<file path="config.mk">
export PLATFORM = sky130hd
export DESIGN_NAME = valve_meter_bus_frame_builder
export DESIGN_NICKNAME = d
export VERILOG_FILES = /design/src/vmb_pkg.sv /design/src/valve_meter_bus_frame_builder.sv
export SDC_FILE = /design/constraint.sdc
export NUM_CORES = 1
export LEC_CHECK = 0
export BUFFER_PORTS_ARGS = -buffer_cell sky130_fd_sc_hd__buf_2
export CAP_MARGIN = 20
export CORE_ASPECT_RATIO = 0.8
export CORE_MARGIN = 2
export CORE_UTILIZATION = 60
export CTS_CLUSTER_SIZE = 24
export DETAILED_ROUTE_END_ITERATION = 16
export GPL_ROUTABILITY_DRIVEN = 0
export GPL_TIMING_DRIVEN = 0
export PLACE_DENSITY = 0.94
export SETUP_SLACK_MARGIN = 0.15
export SLEW_MARGIN = 20
export SYNTH_ARGS = -nofsm -noshare
export SYNTH_HDL_FRONTEND = slang
export SYNTH_SLANG_ARGS = --single-unit
</file>
<file path="constraint.sdc">
create_clock -name clk -period 7.6 [get_ports clk]
set_input_delay 0.38 -clock clk [delete_from_list [all_inputs] [get_ports clk]]
set_output_delay 0.38 -clock clk [all_outputs]
set_load 0.03 [all_outputs]
</file>
<file path="src/vmb_pkg.sv">
`timescale 1ns / 1ps
`default_nettype none

package vmb_pkg;

  localparam int unsigned AddrWidth = 56;
  localparam int unsigned IdxWidth  = 5;

  // Frame constants.
  localparam logic [7:0] BytePreamble = 8'hFE;
  localparam logic [7:0] ByteStart    = 8'h68;
  localparam logic [7:0] ByteMeterTyp = 8'h41;
  localparam logic [7:0] ByteEnd      = 8'h16;
  localparam logic [7:0] TempMin      = 8'h05;
  localparam logic [7:0] TempMax      = 8'h35;

  // Control codes and data identifiers for the two requests.
  localparam logic [7:0] RdCtrl  = 8'h01;
  localparam logic [7:0] RdLen   = 8'h03;
  localparam logic [7:0] RdDi0   = 8'h82;
  localparam logic [7:0] RdDi1   = 8'h1F;
  localparam logic [7:0] SetCtrl = 8'h04;
  localparam logic [7:0] SetLen  = 8'h0B;
  localparam logic [7:0] SetDi0  = 8'h93;
  localparam logic [7:0] SetDi1  = 8'h2F;
  localparam logic [7:0] SetMode = 8'h05;
  localparam logic [7:0] ByteZero = 8'h00;

  // Byte positions within a frame.
  localparam logic [IdxWidth-1:0] IdxStart   = 5'd4;
  localparam logic [IdxWidth-1:0] IdxAddr0   = 5'd6;
  localparam logic [IdxWidth-1:0] IdxAddr6   = 5'd12;
  localparam logic [IdxWidth-1:0] IdxCtrl    = 5'd13;
  localparam logic [IdxWidth-1:0] IdxLen     = 5'd14;
  localparam logic [IdxWidth-1:0] IdxDi0     = 5'd15;
  localparam logic [IdxWidth-1:0] IdxDi1     = 5'd16;
  localparam logic [IdxWidth-1:0] IdxSer     = 5'd17;
  localparam logic [IdxWidth-1:0] IdxTemp    = 5'd18;
  localparam logic [IdxWidth-1:0] IdxMode    = 5'd19;
  localparam logic [IdxWidth-1:0] RdLastIdx  = 5'd19;
  localparam logic [IdxWidth-1:0] SetLastIdx = 5'd27;

  localparam logic KindRead = 1'b0;
  localparam logic KindSet  = 1'b1;

  typedef struct packed {
    logic       kind;
    logic [7:0] temperature_code;
  } vmb_in_t;

  typedef struct packed {
    logic [7:0] frame_byte;
    logic       last_byte;
  } vmb_out_t;

  typedef enum logic {
    VMB_IDLE,
    VMB_SEND
  } vmb_state_t;

endpackage

`default_nettype wire

</file>
<file path="src/valve_meter_bus_frame_builder.sv">
`timescale 1ns / 1ps
`default_nettype none

// Channel   Direction  Handshake               Word
// in_       input      in_valid / in_stall     vmb_in_t  (kind, temperature_code)
// out_      output     out_valid / out_stall   vmb_out_t (frame_byte, last_byte)
// cfg_      input      cfg_wr_en               56-bit valve address
//
// A request is taken while the block is idle, after which the byte sequencer loads
// one frame byte per cycle into the output register unless the output stalls: 20
// bytes for a read, 28 for a set. No new request is taken until the last byte is
// loaded; the single byte counter and the shared checksum adder set this.
// Reset (rst_n low, synchronous) clears the state, the output valid and the
// address register. An output stall holds the current word and pauses the
// sequencer; input is stalled for the whole frame.

module valve_meter_bus_frame_builder
  import vmb_pkg::*;
(
  input  wire logic                 clk,
  input  wire logic                 rst_n,
  input  wire logic                 in_valid,
  output      logic                 in_stall,
  input  wire vmb_in_t              in_data,
  output      logic                 out_valid,
  input  wire logic                 out_stall,
  output      vmb_out_t             out_data,
  input  wire logic                 cfg_wr_en,
  input  wire logic [AddrWidth-1:0] cfg_wr_data
);

  vmb_state_t            state_r, state_nxt;
  logic [AddrWidth-1:0]  addr_r;
  logic                  kind_r;
  logic [7:0]            temp_r;
  logic [7:0]            temp_clamped;
  logic [IdxWidth-1:0]   idx_r, idx_nxt;
  logic [7:0]            cs_r, cs_nxt;
  logic                  out_valid_r, out_valid_nxt;
  vmb_out_t              out_data_r;
  logic                  in_accept;
  logic                  load;
  logic [IdxWidth-1:0]   last_idx;
  logic [IdxWidth-1:0]   addr_off;
  logic [7:0]            cur_byte;

  assign in_accept = in_valid && !in_stall;
  assign last_idx  = (kind_r == KindSet) ? SetLastIdx : RdLastIdx;
  assign addr_off  = IdxWidth'(idx_r - IdxAddr0);

  // The requested temperature is clamped once, when the request is taken.
  always_comb begin
    if (in_data.temperature_code < TempMin) begin
      temp_clamped = TempMin;
    end else if (in_data.temperature_code > TempMax) begin
      temp_clamped = TempMax;
    end else begin
      temp_clamped = in_data.temperature_code;
    end
  end

  // Frame byte for the current position. The checksum sits one place before
  // the end byte, so both are found relative to the frame length.
  always_comb begin
    cur_byte = ByteZero;
    if (idx_r == last_idx) begin
      cur_byte = ByteEnd;
    end else if (idx_r == IdxWidth'(last_idx - 5'd1)) begin
      cur_byte = cs_r;
    end else begin
      case (idx_r) inside
        [5'd0:5'd3]:          cur_byte = BytePreamble;
        IdxStart:             cur_byte = ByteStart;
        5'd5:                 cur_byte = ByteMeterTyp;
        [IdxAddr0:IdxAddr6]:  cur_byte = addr_r[addr_off[2:0]*8 +: 8];
        IdxCtrl:              cur_byte = (kind_r == KindSet) ? SetCtrl : RdCtrl;
        IdxLen:               cur_byte = (kind_r == KindSet) ? SetLen : RdLen;
        IdxDi0:               cur_byte = (kind_r == KindSet) ? SetDi0 : RdDi0;
        IdxDi1:               cur_byte = (kind_r == KindSet) ? SetDi1 : RdDi1;
        IdxSer:               cur_byte = ByteZero;
        IdxTemp:              cur_byte = temp_r;
        IdxMode:              cur_byte = SetMode;
        default:              cur_byte = ByteZero;
      endcase
    end
  end

  // Next state.
  always_comb begin
    state_nxt = state_r;
    case (state_r)
      VMB_IDLE: begin
        if (in_accept) begin
          state_nxt = VMB_SEND;
        end
      end
      VMB_SEND: begin
        if (load && idx_r == last_idx) begin
          state_nxt = VMB_IDLE;
        end
      end
      default: state_nxt = VMB_IDLE;
    endcase
  end

  // Outputs of the sequencer: the output register takes a new byte when it is
  // empty or its word is being taken in this cycle.
  always_comb begin
    in_stall      = (state_r != VMB_IDLE);
    load          = (state_r == VMB_SEND) && (!out_valid_r || !out_stall);
    idx_nxt       = idx_r;
    cs_nxt        = cs_r;
    out_valid_nxt = out_valid_r && out_stall;
    if (in_accept) begin
      idx_nxt = '0;
      cs_nxt  = '0;
    end else if (load) begin
      idx_nxt       = IdxWidth'(idx_r + 5'd1);
      out_valid_nxt = 1'b1;
      // The checksum runs from the start byte onward; its own position reads
      // the sum before this add, so later adds do no harm.
      if (idx_r >= IdxStart) begin
        cs_nxt = 8'(cs_r + cur_byte);
      end
    end
  end

  always_ff @(posedge clk) begin
    if (!rst_n) begin
      state_r     <= VMB_IDLE;
      out_valid_r <= 1'b0;
      addr_r      <= '0;
      idx_r       <= '0;
      cs_r        <= '0;
    end else begin
      state_r     <= state_nxt;
      out_valid_r <= out_valid_nxt;
      idx_r       <= idx_nxt;
      cs_r        <= cs_nxt;
      if (cfg_wr_en) begin
        addr_r <= cfg_wr_data;
      end
    end
  end

  always_ff @(posedge clk) begin
    if (in_accept) begin
      kind_r <= in_data.kind;
      temp_r <= temp_clamped;
    end
    if (load) begin
      out_data_r.frame_byte <= cur_byte;
      out_data_r.last_byte  <= (idx_r == last_idx);
    end
  end

  assign out_valid = out_valid_r;
  assign out_data  = out_data_r;

endmodule

`default_nettype wire

</file>
==> results by group <==
Timing
  • RSZ-0062 raised after global routing: false
  • Final setup fails: 0
  • Final period util: 65.0%
  • Min Tclk post-route: 4.94 ns
  • Worst rel slew slack: 35.9%
  • Pins Over Slew Limit: 0
  • Final setup TNS: 0 ns
  • Final Hold Fails: 0
  • Final WS setup: 2.66 ns
  • Skew final: 0.0121 ns
  • Tightest Pin Transition: 0.959 ns
  • Fmax: 0.202 GHz

Route
  • Drt wl/cell: 17.2 um
  • Vias/cell: 5.85
  • Starting DRT DRC Count: 373
  • Routed via count: 3,782
  • First drt pass iteration count: 6
  • # DRC: 0
  • DRT antenna net count: 0
  • DRT Wirelength: 11.1 mm

Clocking
  • H-tree levels: 3
  • CTS Buf Count: 9
  • CTS tree: yes
  • Post-CTS Hold Buffers: 0
  • Worst skew pair latency: 0.37 ns
  • Setup Buffers After CTS: 0
  • Clk buf depth: 2
  • Clk slew on worst S/H paths: 0.10 ns
  • CTS root buf: clkbuf_8
  • Post-CTS sizing: 0
  • CTS Sinks: 89

Synthesis
  • Post-synth EDFFs: 18
  • Yosys top cell by area: dfxtp_1
  • Post-Syn Area per Cell: 10.4 um^2
  • FF+latch count, synth: 89
  • Post-synthesis sequential area ratio: 42.4%
  • Share of the synthesized area in the top cell type: 30.7%
  • Syn. warnings: 0
  • Most common flop cell mapped by yosys: dfxtp_1
  • FFs w/ async S/R, synth: 0%
  • Post-synth cell types: 59
  • Cells after Synth: 444
  • Top post-synthesis cells by area: dfxtp_1 31%, mux2i_1 16%, edfxtp_1 12%
  • Mapped cell area: 4620 um^2

Power and ir drop
  • Clock power frac: 34.9%
  • PwrDens: 189 nW/um^2
  • Switch Pwr: 0.000262 W
  • Leakage: 2.29 nW
  • Internal power: 0.000755 W
  • Switching share of power: 25.8%
  • Pwr Total: 0.00102 W
  • Reg power frac: 51.2%
  • Comb power frac: 13.9%
  • Worst VDD drop: 0.113 mV

Place
  • PortBufs: 79
  • Pre-CTS setup slack: 2.79 ns
  • DP HPWL: 8.15 mm

Final layout
  • Final net count: 621
  • Share of cells above drive strength 1: 23.1%
  • Diodes inserted: 0
  • Area delta synth->final: 16.6%

Floorplan
  • # IOs: 81
  • Die Wd: 102 um
  • Initial core utilization: 62.2%
  • Die ar.: 8430 um^2
  • Core ar.: 7430 um^2
  • Die Y: 82.5 um
  • Row Count: 28

Worst setup path
  • Crit path required time: 7.87 ns
  • Crit Path Category: register to register
  • Worst Setup Start Kind: register
  • Critical path peak fanout: 10
  • R2R Setup Slk: 2.66 ns
  • CP Data Arrival Time: 5.21 ns
  • Crit path capture type: register

Worst hold path
  • Hold Crit Class: input pin to register

Global routing
  • Vias in the first global route: 3,693
  • Total track usage: 28.6%
  • Global-route wire length before repair: 18.1 mm
  • Overflow after GRT: 0
  • Largest net degree at the start of global routing: 16
  • Initial antenna violation count: 1

Status
  • Status: finished clean

Job
  • Maxcap violations: 0
==> power by group through the flow <==
stage                logic, W  clock network (W)  registers, W
CTS                  0.000139           0.000356      0.000520
finish               0.000141           0.000355      0.000520
floorplan           0.0000883                  0      0.000531
global route         0.000153           0.000378      0.000523
detailed placement   0.000137                  0      0.000530
global placement     0.000131                  0      0.000529
==> metrics by stage <==
| stage | hold slack, ns | std cells | area, um^2 | utilization [%] |
|---|---|---|---|---|
| after floorplan | 0.477 | 445 | 4630 | - |
| after global placement | 0.493 | 629 | 5150 | 69.4 |
| after detailed placement | 0.502 | 630 | 5170 | 69.6 |
| after CTS | 0.186 | 646 | 5390 | 72.6 |
| after global routing | 0.168 | 646 | 5390 | 72.6 |
| final | 0.194 | 646 | 5390 | 72.6 |
==> layer usage <==
layer / GRT usage, % / wire length (um)
met1: 36.5 / 4790
met2: 46.5 / 5060
met3: 8.92 / 921
met4: 9.73 / 345
met5: 0 / 13
==> synthesized netlist by cell type, types with 2 or more instances <==
cell,instances
a21o_1,2
or3_1,3
clkbuf_1,16
nand2_1,20
dfxtp_1,71
nand3_1,7
o22ai_1,2
and3_2,2
a21oi_1,12
mux2_2,3
mux2i_1,75
ha_1,14
buf_1,2
o21ai_0,14
and2_1,3
nand2b_1,6
xnor2_1,9
nor2b_1,61
o21ai_1,3
a31oi_1,4
nor2_1,27
mux4_2,8
a211oi_1,4
o21a_1,2
nand3b_1,2
inv_1,9
buf_6,2
nor3_1,5
edfxtp_1,18
buf_2,7
a41oi_1,3
==> layout by cell type (no fill, tap or decap), drive strengths merged, types with 3 or more instances in the layout <==
master,Yosys,layout
buf,11,91
mux2i,75,75
dfxtp,71,71
nor2b,61,61
nor2,27,27
clkbuf,16,27
nand2,20,20
edfxtp,18,18
o21ai,17,17
ha,14,14
a21oi,13,13
inv,9,11
xnor2,9,9
mux4,8,8
nand3,7,7
nand2b,6,6
nor3,5,5
a211oi,4,4
a31oi,4,4
and2,3,3
mux2,3,3
or3,3,3
a41oi,3,3
and3,3,3
==> registers in the layout, indices dropped and copies added, names as in the netlist <==
| register | count |
|---|---|
| idx_r | 5 |
| kind_r | 1 |
| cs_r | 8 |
| in_stall | 1 |
| out_data | 9 |
| out_valid | 1 |
| addr_r | 56 |
| temp_r | 8 |
==> worst max-delay path: stages (launching register included) <==
cell	delay [ns]
dfxtp_1	0.49
buf_2	0.32
buf_1	0.57
inv_1	0.22
ha_1	0.35
nor4b_4	0.42
nand2_1	0.15
nor2_1	0.15
a221oi_1	0.11
nor3_1	0.33
a21oi_1	0.13
o211ai_1	0.30
ha_1	0.33
nand2_1	0.07
o21ai_0	0.16
o41ai_4	0.27
xnor2_1	0.18
a211oi_1	0.10
a31o_1	0.19
==> cell families after synthesis <==
logic type / count (synthesis) / synth area share [%]
compound gates: 64 / 9.69
buf+inv: 36 / 3.44
flops: 89 / 42.4
fa+ha+maj: 15 / 4.22
simple gates: 143 / 17.4
other cells: 1 / 0.0811
xor+xnor: 10 / 1.89
mux: 86 / 20.9
==> final timing paths <==
check,startpoint,to,depth (start not counted)
worst min-delay path,in_data[8],kind_r,1
worst max register to register,idx_r[1],cs_r[7],18
worst min register to register,addr_r[34],addr_r[34],2
worst max-delay path,idx_r[1],cs_r[7],18
==> cell type report <==
type	instances	area (um^2)
clock inverters	5	58.8
fillers	526	2040
well taps	105	131
clock buffers	11	163
plain buffers	27	125
multi-input cells	320	2510
flip-flops and latches	89	1960
inverters	9	33.8
repair buffers	80	407
Power figures use the tool's default switching activity.
